===== src/sv/keyword_token_classifier_top_assert.svh =====
// Assertion macros shared by the keyword token classifier modules.
`ifndef KEYWORD_TOKEN_CLASSIFIER_TOP_ASSERT_SVH
`define KEYWORD_TOKEN_CLASSIFIER_TOP_ASSERT_SVH

`ifndef NO_ASSERTIONS
`define KTC_ASSERT(lbl, prop, msg) \
  lbl: assert property (@(posedge clk_i) disable iff (!rst_ni) prop) else $error(msg);
`define KTC_ASSERT_NEVER(lbl, cond, msg) \
  lbl: assert property (@(posedge clk_i) disable iff (!rst_ni) !(cond)) else $error(msg);
`else
`define KTC_ASSERT(lbl, prop, msg)
`define KTC_ASSERT_NEVER(lbl, cond, msg)
`endif

`endif


===== src/sv/ktc_pkg.sv =====
// Package: class codes, character constants and queue entry type.
package ktc_pkg;

  localparam int MAX_TOKEN_CHARS_DEF = 14;
  localparam int QUEUE_DEPTH = 2;

  localparam logic [7:0] CHAR_SEMI  = 8'h3B;
  localparam logic [7:0] CHAR_SPACE = 8'h20;
  localparam logic [7:0] CHAR_TAB   = 8'h09;
  localparam logic [7:0] CHAR_CR    = 8'h0D;
  localparam logic [7:0] CHAR_USCORE = 8'h5F;
  localparam logic [7:0] CHAR_DOLLAR = 8'h24;
  localparam logic [7:0] CHAR_DQUOTE = 8'h22;
  localparam logic [7:0] CHAR_SQUOTE = 8'h27;

  typedef enum logic [2:0] {
    GEN_NONE  = 3'd0,
    GEN_TYPE  = 3'd1,
    GEN_OP    = 3'd2,
    GEN_NAME  = 3'd3,
    GEN_VALUE = 3'd4,
    GEN_END   = 3'd5
  } gen_class_e;

  typedef enum logic [3:0] {
    SPEC_NONE    = 4'd0,
    SPEC_INT     = 4'd1,
    SPEC_STRING  = 4'd2,
    SPEC_BOOL    = 4'd3,
    SPEC_ASSIGN  = 4'd4,
    SPEC_COMPARE = 4'd5,
    SPEC_ADD     = 4'd6,
    SPEC_SUB     = 4'd7,
    SPEC_MUL     = 4'd8,
    SPEC_DIV     = 4'd9,
    SPEC_NAME    = 4'd10,
    SPEC_VALUE   = 4'd11,
    SPEC_END     = 4'd12
  } spec_class_e;

  typedef struct packed {
    logic        has_tok;
    logic        has_end;
    gen_class_e  gen;
    spec_class_e spec;
    logic [3:0]  len;
    logic [63:0] lo;
    logic [47:0] hi;
    logic        trunc;
  } entry_t;

endpackage


===== src/sv/ktc_front.sv =====
// Front end: token store, delimiter detection and classification.
`include "keyword_token_classifier_top_assert.svh"
module ktc_front import ktc_pkg::*; #(
  parameter int MAX_TOKEN_CHARS = MAX_TOKEN_CHARS_DEF
) (
  input  logic       clk_i,
  input  logic       rst_ni,
  input  logic       in_valid_i,
  output logic       in_stall_o,
  input  logic [7:0] char_code_i,
  input  logic       q_full_i,
  output logic       push_o,
  output entry_t     entry_o
);

  localparam int CntW = $clog2(MAX_TOKEN_CHARS + 1);
  localparam int IdxW = $clog2(MAX_TOKEN_CHARS);

  logic [MAX_TOKEN_CHARS-1:0][7:0] store_q;
  logic [CntW-1:0]                 count_q, count_d;
  logic                            ovf_q, ovf_d;
  logic [15:0][7:0]                pad;
  logic                            accept, is_delim, is_semi, has_tok, full;
  logic                            wr_en, clr;
  gen_class_e                      gen;
  spec_class_e                     spec;
  logic [7:0]                      f;

  assign in_stall_o = q_full_i;
  assign accept     = in_valid_i && !q_full_i;
  assign is_semi    = (char_code_i == CHAR_SEMI);
  assign is_delim   = is_semi || (char_code_i == CHAR_SPACE) ||
                      (char_code_i >= CHAR_TAB && char_code_i <= CHAR_CR);
  assign has_tok    = (count_q != '0);
  assign full       = (count_q == CntW'(MAX_TOKEN_CHARS));
  assign wr_en      = accept && !is_delim && !full;
  assign clr        = accept && is_delim && has_tok;

  always_comb begin
    pad = '0;
    for (int i = 0; i < MAX_TOKEN_CHARS && i < 16; i++) begin
      pad[i] = store_q[i];
    end
  end

  assign f = pad[0];

  always_comb begin
    gen  = GEN_NONE;
    spec = SPEC_NONE;
    if (count_q == CntW'(3) && pad[0] == "i" && pad[1] == "n" && pad[2] == "t") begin
      gen  = GEN_TYPE;
      spec = SPEC_INT;
    end else if (count_q == CntW'(6) && pad[0] == "s" && pad[1] == "t" &&
                 pad[2] == "r" && pad[3] == "i" && pad[4] == "n" && pad[5] == "g") begin
      gen  = GEN_TYPE;
      spec = SPEC_STRING;
    end else if (count_q == CntW'(4) && pad[0] == "b" && pad[1] == "o" &&
                 pad[2] == "o" && pad[3] == "l") begin
      gen  = GEN_TYPE;
      spec = SPEC_BOOL;
    end else if (count_q == CntW'(1) && pad[0] == "=") begin
      gen  = GEN_OP;
      spec = SPEC_ASSIGN;
    end else if (count_q == CntW'(2) && pad[0] == "=" && pad[1] == "=") begin
      gen  = GEN_OP;
      spec = SPEC_COMPARE;
    end else if (count_q == CntW'(1) && pad[0] == "+") begin
      gen  = GEN_OP;
      spec = SPEC_ADD;
    end else if (count_q == CntW'(1) && pad[0] == "-") begin
      gen  = GEN_OP;
      spec = SPEC_SUB;
    end else if (count_q == CntW'(1) && pad[0] == "*") begin
      gen  = GEN_OP;
      spec = SPEC_MUL;
    end else if (count_q == CntW'(1) && pad[0] == "/") begin
      gen  = GEN_OP;
      spec = SPEC_DIV;
    end else if ((f >= "A" && f <= "Z") || (f >= "a" && f <= "z") ||
                 f == CHAR_USCORE || f == CHAR_DOLLAR) begin
      gen  = GEN_NAME;
      spec = SPEC_NAME;
    end else if ((f >= "0" && f <= "9") || f == CHAR_DQUOTE || f == CHAR_SQUOTE) begin
      gen  = GEN_VALUE;
      spec = SPEC_VALUE;
    end
  end

  always_comb begin
    entry_o.has_tok = has_tok;
    entry_o.has_end = is_semi;
    entry_o.gen     = gen;
    entry_o.spec    = spec;
    entry_o.len     = (int'(count_q) > 15) ? 4'd15 : 4'(count_q);
    entry_o.lo      = pad[7:0];
    entry_o.hi      = pad[13:8];
    entry_o.trunc   = ovf_q;
  end

  assign push_o = accept && is_delim && (has_tok || is_semi);

  always_comb begin
    count_d = count_q;
    ovf_d   = ovf_q;
    if (clr) begin
      count_d = '0;
      ovf_d   = 1'b0;
    end else if (wr_en) begin
      count_d = count_q + CntW'(1);
    end else if (accept && !is_delim) begin
      ovf_d = 1'b1;
    end
  end

  always_ff @(posedge clk_i or negedge rst_ni) begin
    if (!rst_ni) begin
      store_q <= '0;
      count_q <= '0;
      ovf_q   <= 1'b0;
    end else begin
      count_q <= count_d;
      ovf_q   <= ovf_d;
      if (clr) begin
        store_q <= '0;
      end else if (wr_en) begin
        store_q[count_q[IdxW-1:0]] <= char_code_i;
      end
    end
  end

  `KTC_ASSERT(a_count_bound, count_q <= CntW'(MAX_TOKEN_CHARS), "token count past store size")
  `KTC_ASSERT(a_ovf_only_full, ovf_q |-> full, "overflow flag set with room in store")
  `KTC_ASSERT(a_clear_after_push, (push_o && has_tok) |=> (count_q == '0 && !ovf_q),
              "store not cleared after token transfer")

endmodule


===== src/sv/ktc_fifo.sv =====
// Two-entry queue between the classifier front end and the result back end.
`include "keyword_token_classifier_top_assert.svh"
module ktc_fifo import ktc_pkg::*; (
  input  logic   clk_i,
  input  logic   rst_ni,
  input  logic   push_i,
  input  entry_t entry_i,
  input  logic   pop_i,
  output logic   full_o,
  output logic   empty_o,
  output entry_t head_o
);

  localparam int PtrW = (QUEUE_DEPTH > 1) ? $clog2(QUEUE_DEPTH) : 1;
  localparam int CntW = $clog2(QUEUE_DEPTH + 1);

  entry_t              mem_q [QUEUE_DEPTH];
  logic [PtrW-1:0]     wr_q, wr_d, rd_q, rd_d;
  logic [CntW-1:0]     cnt_q, cnt_d;
  logic                do_push, do_pop;

  assign full_o  = (cnt_q == CntW'(QUEUE_DEPTH));
  assign empty_o = (cnt_q == '0);
  assign head_o  = mem_q[rd_q];
  assign do_push = push_i && !full_o;
  assign do_pop  = pop_i && !empty_o;

  always_comb begin
    wr_d  = wr_q;
    rd_d  = rd_q;
    cnt_d = cnt_q;
    if (do_push) begin
      wr_d = (wr_q == PtrW'(QUEUE_DEPTH - 1)) ? '0 : wr_q + PtrW'(1);
    end
    if (do_pop) begin
      rd_d = (rd_q == PtrW'(QUEUE_DEPTH - 1)) ? '0 : rd_q + PtrW'(1);
    end
    if (do_push && !do_pop) begin
      cnt_d = cnt_q + CntW'(1);
    end else if (do_pop && !do_push) begin
      cnt_d = cnt_q - CntW'(1);
    end
  end

  always_ff @(posedge clk_i or negedge rst_ni) begin
    if (!rst_ni) begin
      wr_q  <= '0;
      rd_q  <= '0;
      cnt_q <= '0;
    end else begin
      wr_q  <= wr_d;
      rd_q  <= rd_d;
      cnt_q <= cnt_d;
    end
  end

  always_ff @(posedge clk_i) begin
    if (do_push) begin
      mem_q[wr_q] <= entry_i;
    end
  end

  `KTC_ASSERT_NEVER(a_pop_empty, pop_i && empty_o, "pop from empty queue")
  `KTC_ASSERT_NEVER(a_push_full, push_i && full_o, "push into full queue")

endmodule


===== src/sv/ktc_back.sv =====
// Back end: expands queue entries into token and end results.
`include "keyword_token_classifier_top_assert.svh"
module ktc_back import ktc_pkg::*; (
  input  logic        clk_i,
  input  logic        rst_ni,
  input  logic        empty_i,
  input  entry_t      head_i,
  output logic        pop_o,
  output logic        out_valid_o,
  input  logic        out_stall_i,
  output logic [2:0]  general_class_o,
  output logic [3:0]  specific_class_o,
  output logic [3:0]  token_length_o,
  output logic [63:0] text_first_bytes_o,
  output logic [47:0] text_last_bytes_o,
  output logic        was_truncated_o,
  output logic        last_of_run_o
);

  logic        vld_q, vld_d;
  logic        phase_q, phase_d;
  logic        load, tok_turn;
  gen_class_e  gen_q, gen_d;
  spec_class_e spec_q, spec_d;
  logic [3:0]  len_q, len_d;
  logic [63:0] lo_q, lo_d;
  logic [47:0] hi_q, hi_d;
  logic        trunc_q, trunc_d, last_q, last_d;

  assign load     = (!vld_q || !out_stall_i) && !empty_i;
  assign tok_turn = head_i.has_tok && !phase_q;

  always_comb begin
    vld_d   = vld_q && out_stall_i;
    phase_d = phase_q;
    pop_o   = 1'b0;
    gen_d   = gen_q;
    spec_d  = spec_q;
    len_d   = len_q;
    lo_d    = lo_q;
    hi_d    = hi_q;
    trunc_d = trunc_q;
    last_d  = last_q;
    if (load) begin
      vld_d = 1'b1;
      if (tok_turn) begin
        gen_d   = head_i.gen;
        spec_d  = head_i.spec;
        len_d   = head_i.len;
        lo_d    = head_i.lo;
        hi_d    = head_i.hi;
        trunc_d = head_i.trunc;
        last_d  = !head_i.has_end;
        phase_d = head_i.has_end;
        pop_o   = !head_i.has_end;
      end else begin
        gen_d   = GEN_END;
        spec_d  = SPEC_END;
        len_d   = 4'd1;
        lo_d    = 64'(CHAR_SEMI);
        hi_d    = '0;
        trunc_d = 1'b0;
        last_d  = 1'b1;
        phase_d = 1'b0;
        pop_o   = 1'b1;
      end
    end
  end

  always_ff @(posedge clk_i or negedge rst_ni) begin
    if (!rst_ni) begin
      vld_q   <= 1'b0;
      phase_q <= 1'b0;
    end else begin
      vld_q   <= vld_d;
      phase_q <= phase_d;
    end
  end

  always_ff @(posedge clk_i) begin
    gen_q   <= gen_d;
    spec_q  <= spec_d;
    len_q   <= len_d;
    lo_q    <= lo_d;
    hi_q    <= hi_d;
    trunc_q <= trunc_d;
    last_q  <= last_d;
  end

  assign out_valid_o        = vld_q;
  assign general_class_o    = gen_q;
  assign specific_class_o   = spec_q;
  assign token_length_o     = len_q;
  assign text_first_bytes_o = lo_q;
  assign text_last_bytes_o  = hi_q;
  assign was_truncated_o    = trunc_q;
  assign last_of_run_o      = last_q;

  `KTC_ASSERT(a_phase_head, phase_q |-> (!empty_i && head_i.has_tok && head_i.has_end),
              "pending end result without matching queue head")

endmodule


===== src/sv/keyword_token_classifier_top.sv =====
// Top level of the keyword token classifier.
// Takes one byte per cycle on the input channel while in_stall_o is low and
// groups non-delimiter bytes (delimiters are space, tab through carriage
// return, and ';') into tokens of up to MAX_TOKEN_CHARS bytes; on a delimiter
// the token is classified as type, operator, name, value or none and
// transferred out, and a ';' adds an END result. The front end takes a new
// byte whenever the queue is not full; a ';' that closes a token yields two
// results, which the back end sends one after the other while a two-entry
// queue keeps the front end taking bytes. Only a further ';' directly behind
// such a ';' fills the queue and stalls the input; a stalled output backs up
// into the input once the queue holds two entries. Bytes beyond the store are
// dropped and flagged on the token's result. Results pass through the queue
// and leave from an output register.
module keyword_token_classifier_top import ktc_pkg::*; #(
  parameter int MAX_TOKEN_CHARS = MAX_TOKEN_CHARS_DEF
) (
  input  logic        clk_i,
  input  logic        rst_ni,
  input  logic        in_valid_i,
  output logic        in_stall_o,
  input  logic [7:0]  char_code_i,
  output logic        out_valid_o,
  input  logic        out_stall_i,
  output logic [2:0]  general_class_o,
  output logic [3:0]  specific_class_o,
  output logic [3:0]  token_length_o,
  output logic [63:0] text_first_bytes_o,
  output logic [47:0] text_last_bytes_o,
  output logic        was_truncated_o,
  output logic        last_of_run_o
);

  logic   push, pop, q_full, q_empty;
  entry_t entry, head;

  ktc_front #(
    .MAX_TOKEN_CHARS(MAX_TOKEN_CHARS)
  ) u_front (
    .clk_i       (clk_i),
    .rst_ni      (rst_ni),
    .in_valid_i  (in_valid_i),
    .in_stall_o  (in_stall_o),
    .char_code_i (char_code_i),
    .q_full_i    (q_full),
    .push_o      (push),
    .entry_o     (entry)
  );

  ktc_fifo u_fifo (
    .clk_i   (clk_i),
    .rst_ni  (rst_ni),
    .push_i  (push),
    .entry_i (entry),
    .pop_i   (pop),
    .full_o  (q_full),
    .empty_o (q_empty),
    .head_o  (head)
  );

  ktc_back u_back (
    .clk_i              (clk_i),
    .rst_ni             (rst_ni),
    .empty_i            (q_empty),
    .head_i             (head),
    .pop_o              (pop),
    .out_valid_o        (out_valid_o),
    .out_stall_i        (out_stall_i),
    .general_class_o    (general_class_o),
    .specific_class_o   (specific_class_o),
    .token_length_o     (token_length_o),
    .text_first_bytes_o (text_first_bytes_o),
    .text_last_bytes_o  (text_last_bytes_o),
    .was_truncated_o    (was_truncated_o),
    .last_of_run_o      (last_of_run_o)
  );

endmodule


===== config.mk =====
export PLATFORM = sky130hd
export DESIGN_NAME = keyword_token_classifier_top
export DESIGN_NICKNAME = d
export VERILOG_FILES = /design/src/sv/ktc_pkg.sv /design/src/sv/ktc_front.sv /design/src/sv/ktc_fifo.sv /design/src/sv/ktc_back.sv /design/src/sv/keyword_token_classifier_top.sv
export VERILOG_INCLUDE_DIRS = /design/src /design/src/sv
export SDC_FILE = /design/constraint.sdc
export NUM_CORES = 1
export LEC_CHECK = 0
export ABC_AREA = 1
export BUFFER_PORTS_ARGS = -buffer_cell sky130_fd_sc_hd__buf_4
export CAP_MARGIN = 20
export CORE_ASPECT_RATIO = 1.25
export CORE_MARGIN = 4
export CORE_UTILIZATION = 50
export CTS_CLUSTER_DIAMETER = 40
export DETAILED_ROUTE_END_ITERATION = 6
export GPL_ROUTABILITY_DRIVEN = 0
export HOLD_SLACK_MARGIN = 0.12
export PLACE_DENSITY = 0.72
export SLEW_MARGIN = 40
export SYNTH_ARGS = -nofsm -noshare
export SYNTH_HDL_FRONTEND = slang
export SYNTH_SLANG_ARGS = --single-unit

===== constraint.sdc =====
create_clock -name clk_i -period 21.9 [get_ports clk_i]
set_clock_uncertainty 0.1 [all_clocks]
set_input_delay 3.285 -clock clk_i [delete_from_list [all_inputs] [get_ports clk_i]]
set_output_delay 3.285 -clock clk_i [all_outputs]
set_load 0.01 [all_outputs]

==> results.md, run 1 <==
- #FFs+latches synth: 500
- Sequential fraction of the synthesis area: 75.6%
- Initial Util: about half
- Max Fclk: 0.168 GHz
- Slowest-stage cell, CP: buf_6
- P per Cell Area: between 100 and 150 mW/mm^2
- Die height: ~230 um
- Min-delay src: u_front.entry_o[41]
- Die W: between 150 and 200 um
- Cell count after synthesis: roughly 1600
- Worst hold path depth: 0
- Static Leak: 9.14 nW
- Initial antenna violation count: 0
- Post-Synth XOR/XNOR Area: less than 1%
- Slew Limit Fails: 0
- Vias in the first global route: between 10000 and 15000
- Unrepaired setup endpoints after global routing: false
- Cell area after synthesis: roughly 0.019 mm^2
- Worst skew pair latency: approximately 0.56 ns
- Tot GR Track Use: 19.3%
- Top layer reached by signal wires: met4
- DP HPWL: between 20000 and 30000 um
- # Post-CTS Setup Buffers: 0
- Share of cells above drive strength 1: between 15 and 20%
- IO Pins: 139
- Reg2Reg Depth: 10
- Dominant cells by area after synthesis: edfxtp_1 59%, dfrtp_1 16%, nand2_1 12%, a21oi_1 3.1%, nand3_1 2.2%
- Clock slew at reported path FFs: 0.06 ns
- Run status: finished clean
- Max cap viols: 0
- Comb pwr share: a little under a quarter
- Switch share: between 30% and 40%
- Main flop type after synthesis: edfxtp_1
- Largest stage delay on the critical path: 0.59 ns
- Async SR Flop Fraction: about a quarter
- Critical path origin: char_code_i[7]
- Grt ovf: 0
- WL met2: 20500 um
- Yosys top cell area share: between 50% and 60%
- RR Endpoint: u_fifo.cnt_q[1]
- Total number of vias: ~12000
- CTS tree: yes
- Reg power frac: 49.5%
- DR WL/cell: 18.0 um
- Tot Pwr: around 3.0 mW
- Area grow syn2layout: 16.6%
- FP Rows: 79
- Met3 WL: around 2300 um
- Synth area leader: edfxtp_1
- Compound-cell area share of the yosys netlist: 3.77%
- DR vias/cell: about 5.3
- CTS root buf: clkbuf_16
- Switch Pwr: approximately 1 mW
- Final worst path period need: about 6 ns
- Most frequent cell after synthesis: nand2_1
- Main combinational cell family by area after synthesis: simple AND/OR/NAND/NOR gates
- Worst r2r src: u_fifo.rd_q
- CP max FO: around 70
- Total Wirelength: 40400 um
- Relative slew slack: a little under half
- H-tree levels: 2
- CP Launch Type: primary input
- Period utilization: between 20% and 30%
- Worst EP required: between 20 and 25 ns
- Commonest cells post-synth: 598 x nand2_1, 377 x edfxtp_1, 123 x dfrtp_1
- Iter 0 DRT Violations: just over 1000
- Die area: between 0.04 and 0.05 mm^2
- Internal Dissipation: 2.03 mW
- Routed Antenna Nets: 0
- Clock group share of total power: 27.1%
- Syn avg cell area: ~12 um^2
- Post_cts resized: 0
- CP delay by family, top: buffers and inverters
- Final TNS setup: 0 ns
- Hold Crit Endpoint: u_fifo.mem_q[1][41]
- HP Class: flip-flop to flip-flop
- Clk sinks: 500
- Syn. warnings: 0
- Setup-failing EPs final: 0
- ANT cells: 0
- Cell mode on critical path: nand2_1
- WS Path Type: primary input to flip-flop
- Post-route DRC: 0
- Met1 Routed Length: 16400 um
- Largest net degree at the start of global routing: 71
- CTS Buf Count: 48
- Slew @ Worst Pin: roughly 0.8 ns
- VDD IR max: 86.6 uV
- DRT Pass-1 Iters: 7
- CP endpoint kind: flip-flop
- FF-to-FF setup slack: roughly 18 ns
- Buf/Inv on CP: 5
- Synth unique cells: 34
- Post-synth EDFFs: 377
- Floorplan Core Area: approximately 0.037 mm^2
- Adder-cell area share of the yosys netlist: less than 1%
- Layout Nets: between 1500 and 2000
- First-pass GRT wire length: between 60000 and 70000 um
- Clk buf depth: 3
- Final Hold Vio Count: 0
- WP data arrival: ~6 ns
- Hold-fix buffers, CTS: 0
- Mux cell area share after synthesis: 0%
- Simple-Gate Fraction of Synth Area: between 15 and 20%
- Number of port buffers: between 100 and 150
- Fill count: 2876
- Cells along the critical path: buf_4, inv_1, nand2_1, nor2_1, nand2_1, nand2_1, nand2_4, o21ai_2, inv_1, nor2_4, buf_6, buf_6
- Syn Nets: roughly 1600
==> registers in the layout (all words and copies together) (netlist names), 3 cells and up <==
register                   flops
u_fifo.mem_q                 252
u_front.entry_o              104
u_back.text_first_bytes_o     64
u_back.text_last_bytes_o      48
u_front.f                      8
u_back.specific_class_o        4
u_back.token_length_o          4
u_front.count_q                4
u_back.general_class_o         3
==> worst register-to-register path, delay by kind of cell (launching register included) <==
family	cells	cell delay [ns]
AO/OA/AOI/OAI	4	0.84
flip-flops	1	0.84
XOR/XNOR	1	0.16
buffers and inverters	3	1.60
adder cells (fa/ha/maj)	1	0.40
AND/OR/NAND/NOR	1	0.20
==> per-layer routing <==
| metal | GRT usage (%) | vias up |
|---|---|---|
| met5 | 0 | - |
| met4 | 5.96 | 0 |
| met3 | 2.61 | 89 |
| met2 | 33.2 | 386 |
| met1 | 25.9 | 5788 |
| li1 | - | 5604 |
==> stage by stage <==
step / instance area (um^2) / setup slack (ns) / utilization [%] / hold WS (ns) / cells
2_1_floorplan: 19000 / 11.71 / - / 0.337 / 1574
3_3_place_gp: 20500 / 14.81 / 54.8 / 0.350 / 2147
3_5_place_dp: 20600 / 15.20 / 54.9 / 0.358 / 2149
4_1_cts: 22200 / 15.80 / 59.2 / 0.375 / 2239
5_1_grt: 22200 / 15.74 / 59.2 / 0.387 / 2239
6_report: 22200 / 15.96 / 59.2 / 0.375 / 2239
==> cells in the final DEF (no fill, tap or decap), drive strengths merged <==
master | synthesis | final
nand2 | 612 | 612
edfxtp | 377 | 377
buf | 26 | 151
dfrtp | 123 | 123
a21oi | 117 | 117
nand3 | 86 | 86
nor2 | 83 | 83
inv | 63 | 70
clkbuf | 36 | 63
o21ai | 21 | 21
clkinv | 0 | 16
nand4 | 7 | 7
ha | 5 | 5
nor3 | 5 | 5
xor2 | 4 | 4
clkinvlp | 0 | 3
nor3b | 2 | 2
o21a | 2 | 2
or2 | 1 | 1
o211ai | 1 | 1
nand3b | 1 | 1
and2 | 1 | 1
xnor2 | 1 | 1
bufinv | 0 | 1
==> logic make-up (layout without fill, tap and decap cells) <==
logic type,count (synthesis),in the layout
AND/OR/NAND/NOR,798,798
AO/OA/AOI/OAI,141,141
XOR/XNOR,5,5
adder cells (fa/ha/maj),5,5
flip-flops,500,500
buffers and inverters,125,304
==> final cells by class <==
| type | instances | area, um^2 | share of cell area, % |
|---|---|---|---|
| timing repair buffer | 151 | 1180 | 5.34 |
| inverter | 63 | 246 | 1.11 |
| tap | 486 | 608 | 2.74 |
| multi-input combinational | 949 | 4150 | 18.7 |
| sequential | 500 | 14400 | 64.9 |
| clock buffer | 63 | 1360 | 6.13 |
| clock inverter | 27 | 241 | 1.09 |
==> power by group through the flow <==
stage	Sequential, mW	Combinational (mW)	Clock [mW]
global route	1.51	0.783	0.871
global placement	1.50	0.695	0
finish	1.49	0.704	0.817
CTS	1.49	0.718	0.829
detailed placement	1.51	0.713	0
floorplan	1.50	0.385	0
==> worst max path at each step <==
stage | endpoint | slack (ns) | cells past startpoint
6_report | u_fifo.mem_q[1][110] | 15.96 | 12
5_1_grt | u_fifo.mem_q[1][110] | 15.74 | 11
4_1_cts | u_fifo.mem_q[1][1] | 15.80 | 12
3_5_place_dp | u_fifo.mem_q[1][1] | 15.20 | 12
3_3_place_gp | u_fifo.mem_q[1][1] | 14.81 | 12
2_1_floorplan | u_fifo.mem_q[0][0] | 11.71 | 11
No activity file was read; power rests on OpenSTA's default activity.
==> run 2: changes to the inputs <==
==> constraint.sdc (replaced) <==
create_clock -name clk_i -period 5.8 [get_ports clk_i]
set_clock_uncertainty 0.1 [all_clocks]
set_input_delay 0.87 -clock clk_i [delete_from_list [all_inputs] [get_ports clk_i]]
set_output_delay 0.87 -clock clk_i [all_outputs]
set_load 0.01 [all_outputs]
==> run 2 against run 1 <==
  * Sequential cell count stayed put
  * Non-clock buffer count is 1 lower
  * Worst setup slack worse by 13 ns
  * Clock power grew to 4.0 times the previous value
  * Die area stayed put
  * Largest cell class unchanged
  * Largest power group unchanged
  * Highest routed layer unchanged
==> results.md, run 2 (same netlist as run 1, synthesis figures left out) <==
- Run status: finished clean
- FP Rows: 79 (unchanged)
- Routed Antenna Nets: 0 (unchanged)
- WS Path Type: flip-flop to flip-flop
- Period utilization: between 50% and 60%
- RR Endpoint: u_fifo.mem_q[0][42]
- Slew @ Worst Pin: 0.814 ns (+0.0303 ns)
- CP max FO: 83 (+20%)
- CTS root buf: clkbuf_16
- Clk buf depth: 3 (unchanged)
- Die W: 183 um (unchanged)
- Area grow syn2layout: 16.9%
- Top reg by flops: u_fifo.mem_q
- Hold Slack: 0.237 ns (-0.138 ns)
- FF-to-FF setup slack: 2.64 ns (-14.99 ns)
- Die height: 226 um (unchanged)
- Worst r2r src: u_front.count_q[0]
- CTS Buf Count: 46 (-4.2%)
- Relative slew slack: 45.7% (-2.0 points)
- HP Class: primary input to async pin
- Grt ovf: 0 (unchanged)
- DP HPWL: 25300 um (-1.3%)
- IO Pins: 139 (unchanged)
- DR WL/cell: 18.2 um (+0.92%)
- Clock slew at reported path FFs: 0.06 ns (about the same)
- Hold-fix buffers, CTS: 0 (unchanged)
- Post_cts resized: 0 (unchanged)
- # Post-CTS Setup Buffers: 0 (unchanged)
- ANT cells: 0 (unchanged)
- Max Fclk: between 0.3 and 0.4 GHz
- Setup-failing EPs final: 0 (unchanged)
- Post-Route Utilization: 59.4% (+0.15 points)
- Worst setup margin: 2.64 ns (-13.32 ns)
- Initial antenna violation count: 0 (unchanged)
- Slew Limit Fails: 0 (unchanged)
- Total number of vias: 11900 (-0.13%)
- Largest stage delay on the critical path: 0.60 ns (about the same)
- Placed insts: 2148 (-0.047%)
- Initial Util: 50.8% (unchanged)
- Final Hold Vio Count: 0 (unchanged)
- Critical path origin: u_front.count_q[0]
- Clk sinks: 500 (unchanged)
- Number of port buffers: 138 (unchanged)
- DR vias/cell: 5.31 (about the same)
- Worst skew pair latency: 0.55 ns (about the same)
- Unrepaired setup endpoints after global routing: false
- P per Cell Area: 521 mW/mm^2 (+280%)
- Max reg flops: 252 (unchanged)
- Setup Slack @ Placement: 2.07 ns (-13.13 ns)
- CP Launch Type: flip-flop
- Reg2Reg Depth: 10 (unchanged)
- Most common cell after layout, fill and taps aside: nand2_1
- CP endpoint kind: flip-flop
- Cell mode on critical path: inv_1
- H-tree levels: 2 (unchanged)
- Largest net degree at the start of global routing: 84 (+18%)
- Share of cells above drive strength 1: 15.2% (-0.30 points)
- Final worst path period need: between 3 and 4 ns
- VDD IR max: 267 uV (+210%)
- Tot GR Track Use: 19.4% (+0.13 points)
- Floorplan Core Area: 0.0375 mm^2 (unchanged)
- Die area: 0.0413 mm^2 (unchanged)
- Static Leak: 9.17 nW (+0.31%)
- Slowest-stage cell, CP: clkbuf_8
- Most frequent cells in the layout: 598 x nand2_1, 377 x edfxtp_1, 146 x buf_4
- Total Wirelength: 40700 um (+0.70%)
- First-pass GRT wire length: 63400 um (+0.22%)
- Worst EP required: 5.88 ns (-16.11 ns)
- Final TNS setup: 0 ns (unchanged)
- Iter 0 DRT Violations: 1088 (+7.8%)
- Finished Layout Cells: 2234 (-0.22%)
- CTS tree: yes
- Post-route DRC: 0 (unchanged)
- Layout Nets: 1727 (-0.17%)
- Max cap viols: 0 (unchanged)
- Cells along the critical path: inv_1, ha_1, inv_1, nor2_1, nor2_1, nand2_4, o21ai_2, inv_1, nor2_4, clkbuf_8
- DRT Pass-1 Iters: 5 (-2)
- WP data arrival: 3.24 ns (-2.79 ns)
- Vias in the first global route: 11600 (+1.1%)
run 2: cell count changes in the layout (fill, tap and decap cells not counted), sizes merged:
cell | previous run | this run
bufinv | 1 | 8
clkbuf | 63 | 61
inv | 70 | 65
clkinv | 16 | 13
buf | 151 | 149
run 2: per-stage QoR:
stage	instance area, um^2	total power, mW
floorplan	19000	7.11
global placement	20500	8.30
detailed placement	20500	8.39
CTS	22200	11.7
global route	22200	12.2
finish	22200	11.6
run 2: how the worst max path moves through the flow:
stage	endpoint	slack, ns
3_5_place_dp	u_fifo.mem_q[0][38]	2.07
3_3_place_gp	u_fifo.mem_q[0][44]	1.69
4_1_cts	u_back.text_first_bytes_o[7]	2.62
6_report	u_fifo.mem_q[0][42]	2.64
2_1_floorplan	u_fifo.mem_q[0][0]	-1.98
5_1_grt	u_fifo.mem_q[0][42]	2.48
run 2: final cells by class:
cell class	count	area, um^2
Fill cell	2848	15200
Clock inverter	26	354
Tap cell	486	608
Clock buffer	60	1350
Timing Repair Buffer	150	1140
Sequential cell	500	14400
Inverter	63	243
Multi-Input combinational cell	949	4150
run 2: worst max-delay path: cells and delay by family, from the launching register on:
| kind | cells | cell delay [ns] |
|---|---|---|
| AOI/OAI and AO/OA | 1 | 0.20 |
| adders and majority gates | 1 | 0.24 |
| buffers and inverters | 4 | 0.94 |
| DFF | 1 | 0.44 |
| and+or+nand+nor | 4 | 0.72 |
run 2: layer usage:
metal,track usage [%],vias to the layer above,share of wire (%)
li1,-,5586,-
met1,25.8,5799,41
met2,32.7,372,50
met3,2.58,95,5.2
met4,8.02,0,4.0
met5,0,-,0
run 2: report_power, final:
group | leakage, nW | total [mW] | internal [mW] | switching [mW]
combinational | 3.20 | 2.64 | 0.936 | 1.70
sequential | 5.14 | 5.66 | 5.01 | 0.650
clock | 0.827 | 3.29 | 2.01 | 1.29
==> run 3: changes to the inputs <==
--- a/config.mk
+++ b/config.mk
@@ -16,7 +16,7 @@
 export DETAILED_ROUTE_END_ITERATION = 6
 export GPL_ROUTABILITY_DRIVEN = 0
 export HOLD_SLACK_MARGIN = 0.12
-export PLACE_DENSITY = 0.72
+export PLACE_DENSITY = 0.75
 export SLEW_MARGIN = 40
 export SYNTH_ARGS = -nofsm -noshare
 export SYNTH_HDL_FRONTEND = slang
==> constraint.sdc (replaced) <==
create_clock -name clk_i -period 2.83 [get_ports clk_i]
set_clock_uncertainty 0.1 [all_clocks]
set_input_delay 0.4245 -clock clk_i [delete_from_list [all_inputs] [get_ports clk_i]]
set_output_delay 0.4245 -clock clk_i [all_outputs]
set_load 0.01 [all_outputs]
==> run 3 against run 2 <==
  * Die area unchanged
  * Largest power group unchanged
  * Highest routed layer unchanged
  * Sequential share of layout area decreased by 1.0 points
  * Routed wire length grew 6.6%
==> results.md, run 3 (same netlist as run 1, synthesis figures left out) <==
- RR Endpoint: u_front.entry_o[5]
- CP Launch Type: flip-flop
- Max reg flops: 252 (unchanged)
- Slowest-stage cell, CP: dfrtp_1
- Critical path origin: u_front.count_q[1]
- CTS Buf Count: 48 (+4.3%)
- CTS root buf: clkbuf_16
- Slew @ Worst Pin: 0.889 ns (+0.0754 ns)
- Layout Nets: 1761 (+2.0%)
- Min-delay src: char_code_i[1]
- Final Hold Vio Count: 0 (unchanged)
- Routed Antenna Nets: 0 (unchanged)
- Max cap viols: 0 (unchanged)
- CP delay by family, top: buffers and inverters
- Worst hold path depth: 3
- Worst r2r src: u_front.count_q[1]
- HP Class: primary input to flip-flop
- CP endpoint kind: flip-flop
- Grt ovf: 0 (unchanged)
- Post_cts resized: 0 (unchanged)
- Setup Slack @ Placement: 0.402 ns (-1.67 ns)
- Clk buf depth: 3 (unchanged)
- Placed insts: 2173 (+1.2%)
- Total Wirelength: 43400 um (+6.6%)
- Cells along the critical path: inv_1, ha_4, inv_1, nor2_1, nor2_1, nand2_2, buf_4, buf_4, nand2_1, nand2_4, nand2_1, nand2_1
- Area grow syn2layout: 18.8%
- CTS tree: yes
- Initial antenna violation count: 0 (unchanged)
- Static Leak: 9.33 nW (+1.7%)
- Reg2Reg Depth: 12 (+2)
- Run status: finished clean
- Buf/Inv on CP: 4 (unchanged)
- Most frequent cells in the layout: 596 x nand2_1, 377 x edfxtp_1, 164 x buf_4
- Die height: 226 um (unchanged)
- Vias in the first global route: 12200 (+5.3%)
- Finished Layout Cells: 2269 (+1.6%)
- CP max FO: 33 (-60%)
- WS Path Type: flip-flop to flip-flop
- Clock slew at reported path FFs: 0.07 ns (about the same)
- Relative slew slack: 40.7% (-5.0 points)
- DR WL/cell: 19.1 um (+5.0%)
- FP Rows: 79 (unchanged)
- Cell mode on critical path: nand2_1
- Tot GR Track Use: 20.9% (+1.5 points)
- ANT cells: 0 (unchanged)
- IO Pins: 139 (unchanged)
- Floorplan Core Area: 0.0375 mm^2 (unchanged)
- Most common cell after layout, fill and taps aside: nand2_1
- Worst setup margin: 0.371 ns (-2.27 ns)
- Largest stage delay on the critical path: 0.45 ns (-0.15 ns)
- DP HPWL: 26700 um (+5.5%)
- Met1 Routed Length: 16400 um (-0.68%)
- WL met2: 22700 um (+11%)
- Hold Crit Endpoint: u_front.entry_o[90]
- Worst EP required: 3.22 ns (-2.66 ns)
- Slew Limit Fails: 0 (unchanged)
- WP data arrival: 2.85 ns (-0.39 ns)
- Die area: 0.0413 mm^2 (unchanged)
- Fill count: 2802 (-1.6%)
- Clk sinks: 500 (unchanged)
- VDD IR max: 992 uV (+270%)
- Period utilization: 86.9% (+32 points)
- First-pass GRT wire length: 67800 um (+6.8%)
- Final worst path period need: 2.46 ns (-0.699 ns)
- Die W: 183 um (unchanged)
- DRT Pass-1 Iters: 5 (unchanged)
- Top layer reached by signal wires: met4
- Share of cells above drive strength 1: 16.9% (+1.7 points)
- Total number of vias: 12100 (+2.2%)
- Initial Util: 50.8% (unchanged)
- Worst skew pair latency: 0.57 ns (+0.02 ns)
- Largest net degree at the start of global routing: 127 (+51%)
- P per Cell Area: 1050 mW/mm^2 (+100%)
- Number of port buffers: 138 (unchanged)
- Post-route DRC: 0 (unchanged)
- Setup-failing EPs final: 0 (unchanged)
- H-tree levels: 2 (unchanged)
- Met3 WL: 2660 um (+26%)
- DR vias/cell: 5.34 (+0.58%)
- Top reg by flops: u_fifo.mem_q
- FF-to-FF setup slack: 0.37 ns (-2.27 ns)
- Max Fclk: 0.407 GHz (+28%)
- Iter 0 DRT Violations: 1147 (+5.4%)
- Unrepaired setup endpoints after global routing: false
[run 3: tightest hold or removal path, delay by kind of cell]
kind                   cells  cell delay, ns
buffers and inverters      1            0.20
and+or+nand+nor            2            0.13
[run 3: how the worst max path moves through the flow]
stage,slack [ns],cells past startpoint,endpoint
after floorplan,-0.83,11,u_fifo.mem_q[0][0]
after detailed placement,0.40,10,u_fifo.mem_q[1][47]
after global placement,0.47,10,u_fifo.mem_q[1][107]
final,0.37,12,u_front.entry_o[5]
after CTS,0.41,12,u_front.entry_o[5]
after global routing,0.24,12,u_front.entry_o[5]
[run 3: layout make-up]
type / instances / area, um^2 / share of cell area [%]
multi-input cells: 949 / 4180 / 18.5
repair buffers: 182 / 1520 / 6.73
well taps: 486 / 608 / 2.69
clock buffers: 62 / 1380 / 6.09
flip-flops and latches: 500 / 14400 / 63.7
clock inverters: 27 / 285 / 1.26
inverters: 63 / 241 / 1.07
[run 3: metrics by stage]
stage / area (um^2) / hold slack (ns) / power, mW / TNS (ns) / util (%)
after detailed placement: 20900 / 0.356 / 17.4 / 0 / 55.7
final: 22600 / 0.138 / 23.8 / 0 / 60.4
after global placement: 20900 / 0.350 / 17.2 / 0 / 55.7
after global routing: 22600 / 0.139 / 25.0 / 0 / 60.4
after CTS: 22600 / 0.121 / 24.0 / 0 / 60.4
after floorplan: 19100 / 0.0289 / 14.6 / -245.70 / -
[run 3: routing by layer]
metal	track usage (%)	vias to the layer above
li1	-	5661
met1	26.2	5890
met2	36.8	447
met3	3.51	109
met4	7.92	0
met5	0	-
[run 3: timing repair]
action / in CTS / in global routing
hold endpoints to repair: 56 / 0
hold buffers: 7 / 0
buffers inserted: 0 / 0
endpoints found under the setup margin: 0 / 0
[run 3: where the power goes]
group | leakage (nW) | total [mW] | switching (mW) | internal [mW]
registers | 5.14 | 11.5 | 1.21 | 10.3
logic | 3.37 | 5.77 | 3.75 | 2.02
clock network | 0.813 | 6.56 | 2.72 | 3.84
